[src/hw/rtl/random_n_of_n_packet_sampler_top_defines.svh]
// Assertion macros shared by the packet sampler RTL.
`ifndef RANDOM_N_OF_N_PACKET_SAMPLER_TOP_DEFINES_SVH
`define RANDOM_N_OF_N_PACKET_SAMPLER_TOP_DEFINES_SVH

// Checks that a condition implies a consequence in the same cycle.
`define RNNS_ASSERT_SAME(label, clk, rst_n, cond, cons) \
    label: assert property (@(posedge clk) disable iff (!rst_n) (cond) |-> (cons)) \
        else $error("rnns: same-cycle check failed");

// Checks that a condition implies a consequence in the following cycle.
`define RNNS_ASSERT_NEXT(label, clk, rst_n, cond, cons) \
    label: assert property (@(posedge clk) disable iff (!rst_n) (cond) |=> (cons)) \
        else $error("rnns: next-cycle check failed");

`endif

[src/hw/rtl/rnns_pkg.sv]
// Types, constants and helper functions of the packet sampler.
package rnns_pkg;

    localparam logic [15:0] ETH_TYPE_IPV4 = 16'h0800;
    localparam logic [15:0] ETH_TYPE_ARP  = 16'h0806;
    localparam logic [15:0] ETH_TYPE_VLAN = 16'h8100;

    localparam logic [15:0] ETH_HDR_LEN  = 16'd14;
    localparam logic [15:0] VLAN_TAG_LEN = 16'd4;
    localparam logic [15:0] TCP_MIN_LEN  = 16'd13;
    localparam logic [15:0] UDP_HDR_LEN  = 16'd8;
    localparam logic [15:0] ICMP_HDR_LEN = 16'd8;

    localparam logic [7:0] PROTO_ICMP = 8'd1;
    localparam logic [7:0] PROTO_TCP  = 8'd6;
    localparam logic [7:0] PROTO_UDP  = 8'd17;

    localparam int CFG_INDEX_W = 2;
    localparam logic [CFG_INDEX_W-1:0] CFG_PICKS  = 2'd0;
    localparam logic [CFG_INDEX_W-1:0] CFG_WINDOW = 2'd1;
    localparam logic [CFG_INDEX_W-1:0] CFG_SEED   = 2'd2;

    typedef enum logic [3:0] {
        ST_IDLE,
        ST_QUAL,
        ST_COUNT,
        ST_CMP,
        ST_GEN,
        ST_DIV,
        ST_DUP_RD,
        ST_DUP_CMP,
        ST_INS_RD,
        ST_INS_CMP,
        ST_FINISH
    } state_t;

    typedef struct packed {
        logic        start;
        logic [31:0] dividend;
        logic [15:0] divisor;
    } div_req_t;

    function automatic logic [31:0] xorshift32(input logic [31:0] x);
        logic [31:0] t;
        t = x ^ (x << 13);
        t = t ^ (t >> 17);
        t = t ^ (t << 5);
        return t;
    endfunction

endpackage

[src/hw/rtl/rnns_ram.sv]
// Generic single-port-write, single-port-read RAM with registered read data.
module rnns_ram #(
    parameter int WIDTH = 16,
    parameter int DEPTH = 16,
    parameter int AW    = (DEPTH > 1) ? $clog2(DEPTH) : 1
) (
    input  logic             clk,
    input  logic             we,
    input  logic [AW-1:0]    waddr,
    input  logic [WIDTH-1:0] wdata,
    input  logic [AW-1:0]    raddr,
    output logic [WIDTH-1:0] rdata
);

    logic [WIDTH-1:0] mem [DEPTH];

    always_ff @(posedge clk)
    begin
        if (we)
        begin
            mem[waddr] <= wdata;
        end
        rdata <= mem[raddr];
    end

endmodule

[src/hw/rtl/rnns_mod_unit.sv]
// Bit-serial restoring remainder unit: 32-bit dividend modulo a 16-bit divisor.
module rnns_mod_unit
    import rnns_pkg::*;
(
    input  logic        clk,
    input  logic        rst_n,
    input  div_req_t    req,
    output logic        done,
    output logic [15:0] remainder
);

    logic [31:0] dvd_reg;
    logic [31:0] dvd_next;
    logic [15:0] dvs_reg;
    logic [15:0] rem_reg;
    logic [15:0] rem_next;
    logic [4:0]  cnt_reg;
    logic        busy_reg;
    logic        done_reg;
    logic [16:0] trial;

    always_comb
    begin
        trial = {rem_reg, dvd_reg[31]};
        if (trial >= {1'b0, dvs_reg})
        begin
            rem_next = 16'(trial - {1'b0, dvs_reg});
        end
        else
        begin
            rem_next = trial[15:0];
        end
        dvd_next = {dvd_reg[30:0], 1'b0};
    end

    always_ff @(posedge clk or negedge rst_n)
    begin
        if (!rst_n)
        begin
            busy_reg <= 1'b0;
            done_reg <= 1'b0;
            cnt_reg  <= '0;
        end
        else
        begin
            done_reg <= 1'b0;
            if (req.start)
            begin
                busy_reg <= 1'b1;
                cnt_reg  <= '0;
            end
            else if (busy_reg)
            begin
                cnt_reg <= cnt_reg + 5'd1;
                if (cnt_reg == 5'd31)
                begin
                    busy_reg <= 1'b0;
                    done_reg <= 1'b1;
                end
            end
        end
    end

    always_ff @(posedge clk)
    begin
        if (req.start)
        begin
            dvd_reg <= req.dividend;
            dvs_reg <= req.divisor;
            rem_reg <= '0;
        end
        else if (busy_reg)
        begin
            dvd_reg <= dvd_next;
            rem_reg <= rem_next;
        end
    end

    assign done      = done_reg;
    assign remainder = rem_reg;

endmodule

[src/hw/rtl/random_n_of_n_packet_sampler_top.sv]
// A counted packet that triggers no pick generation steps through ST_QUAL, ST_COUNT, ST_CMP
// and ST_FINISH after acceptance; a packet that fails qualification goes from ST_QUAL to ST_FINISH.
// Packets are taken only in ST_IDLE, so a new packet waits until the last one's result is loaded.
// Generating n picks adds, for each pick, a remainder draw in the bit-serial unit and scans of
// the pick table, which has a single read port, plus a fresh draw and scan for each duplicate.
// Reset is asynchronous and active low; it loads n = 1, N = 100 and a generator state of 1.
`include "random_n_of_n_packet_sampler_top_defines.svh"

module random_n_of_n_packet_sampler_top
    import rnns_pkg::*;
#(
    parameter int MAX_PICKS = 16
) (
    input  logic                   clk,
    input  logic                   rst_n,
    input  logic                   in_valid,
    output logic                   in_ready,
    input  logic [15:0]            captured_length,
    input  logic [15:0]            ether_kind,
    input  logic [3:0]             ip_header_words,
    input  logic [7:0]             ip_protocol,
    input  logic [3:0]             tcp_header_words,
    output logic                   out_valid,
    input  logic                   out_ready,
    output logic                   eligible,
    output logic                   sampled,
    output logic [15:0]            window_position,
    input  logic                   cfg_valid,
    output logic                   cfg_ready,
    input  logic [CFG_INDEX_W-1:0] cfg_index,
    input  logic [31:0]            cfg_data
);

    localparam int CW = $clog2(MAX_PICKS + 1);
    localparam int AW = (MAX_PICKS > 1) ? $clog2(MAX_PICKS) : 1;
    localparam logic [15:0] MAX_PICKS16 = 16'(MAX_PICKS);

    state_t state_reg;
    state_t state_next;

    logic [4:0]    ppw_reg;
    logic [15:0]   ws_reg;
    logic [31:0]   rng_reg;
    logic [15:0]   count_reg;
    logic [CW-1:0] idx_reg;
    logic          picks_ready_reg;
    logic          ret_finish_reg;
    logic [CW-1:0] gi_reg;
    logic [CW-1:0] gj_reg;
    logic          out_valid_reg;

    logic [15:0] len_reg;
    logic [15:0] kind_reg;
    logic [3:0]  ihw_reg;
    logic [7:0]  proto_reg;
    logic [3:0]  thw_reg;
    logic [15:0] v_reg;
    logic [15:0] pos_reg;
    logic        res_elig_reg;
    logic        res_samp_reg;
    logic [15:0] res_pos_reg;
    logic        elig_reg;
    logic        samp_reg;
    logic [15:0] wpos_reg;

    logic [15:0]   eff_n16;
    logic [15:0]   picks16;
    logic [CW-1:0] n_eff;
    logic          qual;
    logic          hit;
    logic          out_load;
    logic [CW-1:0] gj_m1;

    logic [15:0] l1;
    logic [15:0] l2;
    logic [15:0] l3;
    logic [15:0] ihl_bytes;
    logic [15:0] thl_bytes;

    logic          ram_we;
    logic [AW-1:0] ram_waddr;
    logic [15:0]   ram_wdata;
    logic [AW-1:0] ram_raddr;
    logic [15:0]   ram_rdata;

    div_req_t    div_req;
    logic        div_done;
    logic [15:0] div_rem;

    always_comb
    begin
        eff_n16 = (ws_reg < 16'd2) ? 16'd1 : ws_reg;
        picks16 = {11'd0, ppw_reg};
        if (picks16 > MAX_PICKS16)
        begin
            picks16 = MAX_PICKS16;
        end
        if (picks16 > 16'(eff_n16 - 16'd1))
        begin
            picks16 = 16'(eff_n16 - 16'd1);
        end
        n_eff = picks16[CW-1:0];
    end

    always_comb
    begin
        ihl_bytes = {10'd0, ihw_reg, 2'b00};
        thl_bytes = {10'd0, thw_reg, 2'b00};
        l1 = 16'(len_reg - ETH_HDR_LEN);
        qual = (len_reg >= ETH_HDR_LEN);
        if (kind_reg == ETH_TYPE_VLAN)
        begin
            qual = qual && (l1 >= VLAN_TAG_LEN);
            l2 = 16'(l1 - VLAN_TAG_LEN);
        end
        else
        begin
            qual = qual && ((kind_reg == ETH_TYPE_IPV4) || (kind_reg == ETH_TYPE_ARP));
            l2 = l1;
        end
        qual = qual && (l2 >= 16'd1) && (l2 >= ihl_bytes);
        l3 = 16'(l2 - ihl_bytes);
        if (proto_reg == PROTO_TCP)
        begin
            qual = qual && (l3 >= TCP_MIN_LEN) && (l3 >= thl_bytes);
        end
        else if (proto_reg == PROTO_UDP)
        begin
            qual = qual && (l3 >= UDP_HDR_LEN);
        end
        else if (proto_reg == PROTO_ICMP)
        begin
            qual = qual && (l3 >= ICMP_HDR_LEN);
        end
        else
        begin
            qual = 1'b0;
        end
    end

    assign hit      = (idx_reg < n_eff) && (ram_rdata == pos_reg);
    assign out_load = (state_reg == ST_FINISH) && (!out_valid_reg || out_ready);
    assign gj_m1    = gj_reg - 1'b1;

    always_comb
    begin
        state_next = state_reg;
        unique case (state_reg)
            ST_IDLE:
            begin
                if (in_valid)
                begin
                    state_next = ST_QUAL;
                end
            end
            ST_QUAL:
            begin
                priority if (!qual)
                begin
                    state_next = ST_FINISH;
                end
                else if (!picks_ready_reg)
                begin
                    state_next = ST_GEN;
                end
                else
                begin
                    state_next = ST_COUNT;
                end
            end
            ST_COUNT:
            begin
                state_next = ST_CMP;
            end
            ST_CMP:
            begin
                state_next = (pos_reg >= eff_n16) ? ST_GEN : ST_FINISH;
            end
            ST_GEN:
            begin
                if (gi_reg == n_eff)
                begin
                    state_next = ret_finish_reg ? ST_FINISH : ST_COUNT;
                end
                else
                begin
                    state_next = ST_DIV;
                end
            end
            ST_DIV:
            begin
                if (div_done)
                begin
                    state_next = ST_DUP_RD;
                end
            end
            ST_DUP_RD:
            begin
                state_next = (gj_reg == gi_reg) ? ST_INS_RD : ST_DUP_CMP;
            end
            ST_DUP_CMP:
            begin
                state_next = (ram_rdata == v_reg) ? ST_GEN : ST_DUP_RD;
            end
            ST_INS_RD:
            begin
                state_next = (gj_reg == '0) ? ST_GEN : ST_INS_CMP;
            end
            ST_INS_CMP:
            begin
                state_next = (ram_rdata > v_reg) ? ST_INS_RD : ST_GEN;
            end
            ST_FINISH:
            begin
                if (out_load)
                begin
                    state_next = ST_IDLE;
                end
            end
            default:
            begin
                state_next = ST_IDLE;
            end
        endcase
    end

    always_comb
    begin
        in_ready  = 1'b0;
        cfg_ready = 1'b0;
        ram_we    = 1'b0;
        ram_waddr = gj_reg[AW-1:0];
        ram_wdata = v_reg;
        ram_raddr = '0;
        div_req.start    = 1'b0;
        div_req.dividend = xorshift32(rng_reg);
        div_req.divisor  = eff_n16;
        unique case (state_reg)
            ST_IDLE:
            begin
                in_ready  = 1'b1;
                cfg_ready = 1'b1;
            end
            ST_COUNT:
            begin
                ram_raddr = idx_reg[AW-1:0];
            end
            ST_GEN:
            begin
                div_req.start = (gi_reg != n_eff);
            end
            ST_DUP_RD:
            begin
                ram_raddr = gj_reg[AW-1:0];
            end
            ST_INS_RD:
            begin
                ram_raddr = gj_m1[AW-1:0];
                if (gj_reg == '0)
                begin
                    ram_we = 1'b1;
                end
            end
            ST_INS_CMP:
            begin
                ram_we = 1'b1;
                if (ram_rdata > v_reg)
                begin
                    ram_wdata = ram_rdata;
                end
            end
            default:
            begin
            end
        endcase
    end

    always_ff @(posedge clk or negedge rst_n)
    begin
        if (!rst_n)
        begin
            state_reg       <= ST_IDLE;
            ppw_reg         <= 5'd1;
            ws_reg          <= 16'd100;
            rng_reg         <= 32'd1;
            count_reg       <= '0;
            idx_reg         <= '0;
            picks_ready_reg <= 1'b0;
            ret_finish_reg  <= 1'b0;
            gi_reg          <= '0;
            gj_reg          <= '0;
            out_valid_reg   <= 1'b0;
        end
        else
        begin
            state_reg <= state_next;
            if (cfg_valid && cfg_ready)
            begin
                unique case (cfg_index)
                    CFG_PICKS:  ppw_reg <= cfg_data[4:0];
                    CFG_WINDOW: ws_reg  <= cfg_data[15:0];
                    CFG_SEED:   rng_reg <= (cfg_data == 32'd0) ? 32'd1 : cfg_data;
                    default:
                    begin
                    end
                endcase
            end
            unique case (state_reg)
                ST_QUAL:
                begin
                    if (qual && !picks_ready_reg)
                    begin
                        picks_ready_reg <= 1'b1;
                        ret_finish_reg  <= 1'b0;
                        gi_reg          <= '0;
                    end
                end
                ST_COUNT:
                begin
                    count_reg <= count_reg + 16'd1;
                end
                ST_CMP:
                begin
                    if (hit)
                    begin
                        idx_reg <= idx_reg + 1'b1;
                    end
                    if (pos_reg >= eff_n16)
                    begin
                        count_reg      <= '0;
                        idx_reg        <= '0;
                        ret_finish_reg <= 1'b1;
                        gi_reg         <= '0;
                    end
                end
                ST_GEN:
                begin
                    if (gi_reg != n_eff)
                    begin
                        rng_reg <= xorshift32(rng_reg);
                    end
                end
                ST_DIV:
                begin
                    if (div_done)
                    begin
                        gj_reg <= '0;
                    end
                end
                ST_DUP_CMP:
                begin
                    if (ram_rdata != v_reg)
                    begin
                        gj_reg <= gj_reg + 1'b1;
                    end
                end
                ST_INS_RD:
                begin
                    if (gj_reg == '0)
                    begin
                        gi_reg <= gi_reg + 1'b1;
                    end
                end
                ST_INS_CMP:
                begin
                    if (ram_rdata > v_reg)
                    begin
                        gj_reg <= gj_m1;
                    end
                    else
                    begin
                        gi_reg <= gi_reg + 1'b1;
                    end
                end
                default:
                begin
                end
            endcase
            if (out_load)
            begin
                out_valid_reg <= 1'b1;
            end
            else if (out_ready)
            begin
                out_valid_reg <= 1'b0;
            end
        end
    end

    always_ff @(posedge clk)
    begin
        if (in_valid && in_ready)
        begin
            len_reg   <= captured_length;
            kind_reg  <= ether_kind;
            ihw_reg   <= ip_header_words;
            proto_reg <= ip_protocol;
            thw_reg   <= tcp_header_words;
        end
        if ((state_reg == ST_DIV) && div_done)
        begin
            v_reg <= div_rem + 16'd1;
        end
        if (state_reg == ST_COUNT)
        begin
            pos_reg <= count_reg + 16'd1;
        end
        if ((state_reg == ST_QUAL) && !qual)
        begin
            res_elig_reg <= 1'b0;
            res_samp_reg <= 1'b0;
            res_pos_reg  <= '0;
        end
        if (state_reg == ST_CMP)
        begin
            res_elig_reg <= 1'b1;
            res_samp_reg <= hit;
            res_pos_reg  <= pos_reg;
        end
        if (out_load)
        begin
            elig_reg <= res_elig_reg;
            samp_reg <= res_samp_reg;
            wpos_reg <= res_pos_reg;
        end
    end

    rnns_ram #(
        .WIDTH (16),
        .DEPTH (MAX_PICKS),
        .AW    (AW)
    ) u_pick_table (
        .clk   (clk),
        .we    (ram_we),
        .waddr (ram_waddr),
        .wdata (ram_wdata),
        .raddr (ram_raddr),
        .rdata (ram_rdata)
    );

    rnns_mod_unit u_mod (
        .clk       (clk),
        .rst_n     (rst_n),
        .req       (div_req),
        .done      (div_done),
        .remainder (div_rem)
    );

    assign out_valid       = out_valid_reg;
    assign eligible        = elig_reg;
    assign sampled         = samp_reg;
    assign window_position = wpos_reg;

    `RNNS_ASSERT_SAME(a_sampled_eligible, clk, rst_n, out_valid && sampled, eligible)
    `RNNS_ASSERT_SAME(a_position_eligible, clk, rst_n, out_valid,
        eligible == (window_position != 16'd0))
    `RNNS_ASSERT_NEXT(a_busy_after_accept, clk, rst_n, in_valid && in_ready, !in_ready)

endmodule
[config.mk]
export PLATFORM = sky130hd
export DESIGN_NAME = random_n_of_n_packet_sampler_top
export DESIGN_NICKNAME = d
export VERILOG_FILES = /design/src/hw/rtl/rnns_pkg.sv /design/src/hw/rtl/rnns_ram.sv /design/src/hw/rtl/rnns_mod_unit.sv /design/src/hw/rtl/random_n_of_n_packet_sampler_top.sv
export VERILOG_INCLUDE_DIRS = /design/src /design/src/hw/rtl
export SDC_FILE = /design/constraint.sdc
export NUM_CORES = 1
export LEC_CHECK = 0
export BUFFER_PORTS_ARGS = -buffer_cell sky130_fd_sc_hd__buf_4
export CORE_MARGIN = 3
export CORE_UTILIZATION = 50
export DETAILED_ROUTE_END_ITERATION = 8
export PLACE_DENSITY = 0.69
export SYNTH_ARGS = -nofsm -noshare
export SYNTH_HDL_FRONTEND = slang
export SYNTH_HIERARCHICAL = 1
export SYNTH_SLANG_ARGS = --single-unit
[constraint.sdc]
create_clock -name clk -period 6.1 [get_ports clk]
set_clock_uncertainty 0.2 [all_clocks]
set_input_delay 0.305 -clock clk [delete_from_list [all_inputs] [get_ports clk]]
set_output_delay 0.305 -clock clk [all_outputs]
set_load 0.01 [all_outputs]
==> results.md <==
* Comb power frac at 0.015
* Synth area leaders: edfxtp_1, dfrtp_1, mux4_2
* Synth-to-Final Area Change at 16.83%
* Most common cell after layout, fill and taps aside: edfxtp_1
* Worst-margin pin slew at about 1300 ps
* Final min period at 5718 ps
* Largest net degree at the start of global routing at 98
* Die ar. at between 50000 and 60000 um^2
* Sink Count at 550
* N_diodes at 0
* CP endpoint kind: flip-flop
* Final GP Congestion at roughly 0.92
* # IOs at about 110
* Nets at around 2300
* Initial antenna violation count at 0
* Biggest area consumer among synthesized cells: edfxtp_1
* Worst path required time at 6200 ps
* Wire length on met1 at roughly 28 mm
* Reg2reg start: len_reg[2]
* Cell area after layout at just over 30000 um^2
* Die width at around 240 um
* R2R Setup Slk at approximately 380 ps
* Critical Path AT at a little under 6000 ps
* Mapped cell area at 26530 um^2
* Internal power at 6.283 mW
* Height of the die at approximately 240 um
* Sequential share of power at 0.511
* Worst hold-check path type: primary input to async pin
* Via count at ~17000
* Drt drc at 0
* Starting DRC count in detailed routing at about 1600
* Post-DP HPWL at 42.66 mm
* Post-Synthesis Cells at between 1500 and 2000
* Critical path class: flip-flop to flip-flop
* Layout cells sized above 1 at 0.1871
* Clk pin slew, worst setup/hold paths at roughly 60 ps
* Switching Fraction at 0.1958
* WL met3 at approximately 4.0 mm
* Clock network fraction of total power at 0.475
* IO Port Bufs at roughly 110
* Number of library cell types mapped by synthesis at between 90 and 100
* FILL cells at between 4000 and 5000
* H-tree depth at 2
* Max-cap violations at 0
* CTS tree: done
* Fin Setup TNS at 0 ps
* Post-Route WL at between 60 and 70 mm
* Commonest cells after routing, fill and taps aside: edfxtp_1, buf_4, nand2_1
* Slew Limit Fails at 0
* Final Hold Vio Count at 0
* Worst reg2reg path depth at 21
* Max reg flops at 256
* VDD IR max at between 0.2 and 0.25 mV
* Tcrit/Tclk final at 0.9373
* Vias in the first global route at roughly 17000
* CTS buffer count at between 50 and 60
* LEAKAGE at between 10 and 15 nW
* Length of routed met2 wiring at roughly 31 mm
* Setup violators final at 0
* Detail-routed via count per cell at 6.000
* EDFF count, synth at 419
* Primary FF master, synth: edfxtp_1
* Initial DRT Pass Iterations at 6
* Slew HR at 0.1288
* Average wire per standard cell at ~22 um
* Area post-placement at between 20000 and 30000 um^2
* Gr ovfl total at 0
* Max Buffers Root-to-Sink at 3
* CP Max Fanout at 17
* Fmax at around 0.17 GHz
* CP startpoint kind: flip-flop
* Asr flop ratio synth at 0.1782
* Yosys reg bits at 550
* Status: complete, no violations
* Worst-skew pair later-pin latency at roughly 620 ps
* Reg-to-reg endpoint: res_pos_reg[5]
* # rows at 83
* First-pass GRT wire length at slightly above 100 mm
* Max Used Layer: met4
* Syn. warnings at 6
* Mapped Avg Cell Area at approximately 13 um^2
* Number of routed nets with antenna violations at 0
* Root buffer cell: clkbuf_16
* Synth Net Count at 2160
* NetSw at roughly 1.5 mW
* Power density over the cells at ~250 nW/um^2
* RSZ-0062 raised after global routing: false
* Core footprint at approximately 52000 um^2
* Sequential-to-total area share from yosys stat at 0.5917
* All-Layer GR Usage at 0.2327
* Starting density of the core at 0.5110
* Yosys top cell area share at 0.4742
## cell usage after synthesis (6+ instances only)
library cell and n:
a21oi_1 57, a211oi_1 14, xnor2_1 90, mux4_2 54, inv_1 95, o41ai_1 7
nor3_1 30, dfrtp_1 93, nand2_1 142, nand3_1 41, nor2b_1 14, a31o_2 6
mux4_1 10, a31oi_1 7, dfxtp_1 33, nor4_1 33, buf_2 14, a22oi_1 36
buf_6 9, nand2b_1 20, buf_1 11, xor2_1 69, buf_4 6, o21bai_1 6
or3_1 6, o21a_1 9, nand4_1 23, nor2_1 106, mux2i_1 41, nor3b_1 7
nand3b_1 6, edfxtp_1 419, o21ai_0 79, ha_1 78, clkbuf_1 58, o22ai_1 7
mux2_2 68, o31ai_1 8, and2_1 29, a22o_1 12, a21o_1 11, and3_1 19
## how the worst max path moves through the flow
stage                          start               end  depth (start not counted)
after floorplan            ws_reg[7]  u_mod/dvd_reg[0]                         23
after global placement    ws_reg[14]        idx_reg[3]                         23
after detailed placement  ws_reg[14]        idx_reg[3]                         23
after CTS                 ws_reg[14]        idx_reg[3]                         23
after global routing      len_reg[2]    res_pos_reg[4]                         21
final                     len_reg[2]    res_pos_reg[5]                         21
## layer usage
metal,global-route usage,up-vias
met5,0,-
met4,0.07293,0
met3,0.03157,128
met2,0.3811,644
met1,0.3250,8791
li1,-,7891
## worst max-delay path: stages, from the launching register on
cell	delay [ps]
edfxtp_1	560
ha_1	290
xnor2_1	320
ha_1	300
nor3_1	240
a21oi_1	110
inv_1	110
fa_1	430
inv_1	100
ha_1	240
and4b_1	200
o311a_1	320
a2111o_1	380
o31a_1	150
nand2b_1	180
nor4bb_1	300
o22a_1	190
a21oi_1	80
o21ai_1	250
nand2_1	140
nand2_1	80
buf_4	240
## kinds of logic after synthesis
group	count (synthesis)	share of synthesized area
compound gates	324	0.08681
xor+xnor	160	0.05310
fa+ha+maj	80	0.03829
buf+inv	194	0.03150
flops	550	0.5917
mux	174	0.1006
simple gates	511	0.09794
## power by group through the flow
stage               sequential (mW)  combinational [mW]  clock, mW
floorplan                      4.07             0.00208          0
global placement               4.07              0.0701          0
detailed placement             4.07              0.0710          0
CTS                            3.99               0.115       3.78
global route                   3.99               0.124       3.94
finish                         3.99               0.116       3.71
## layout make-up
class	instances	area [um^2]	area share
tap	680	850.8	0.02745
clock inverter	31	449.2	0.01449
clock buffer	75	1584	0.05110
multi-input combinational	1249	10100	0.3257
inverter	96	364.1	0.01175
sequential	550	15700	0.5065
timing repair buffer	228	1954	0.06304
## repair_timing
action,4_1_cts,5_1_grt
buffers inserted,0,0
gates resized for setup,0,4
endpoints found under the hold margin,142,0
hold buffers,82,0
endpoints found under the setup margin,0,4
## metrics by stage
step                      cells  setup slack (ps)  utilization  hold WS, ps  power (mW)
after CTS                  2909             193.6       0.5965        10.22       7.881
after floorplan            1993             114.4            -       -190.6       4.069
after global routing       2909             4.691       0.5970        50.59       8.054
final                      2909             382.3       0.5970        14.03       7.813
after global placement     2721             413.2       0.5415        118.8       4.137
after detailed placement   2721             234.6       0.5415        127.5       4.138
(Power assumes the default switching activity.)
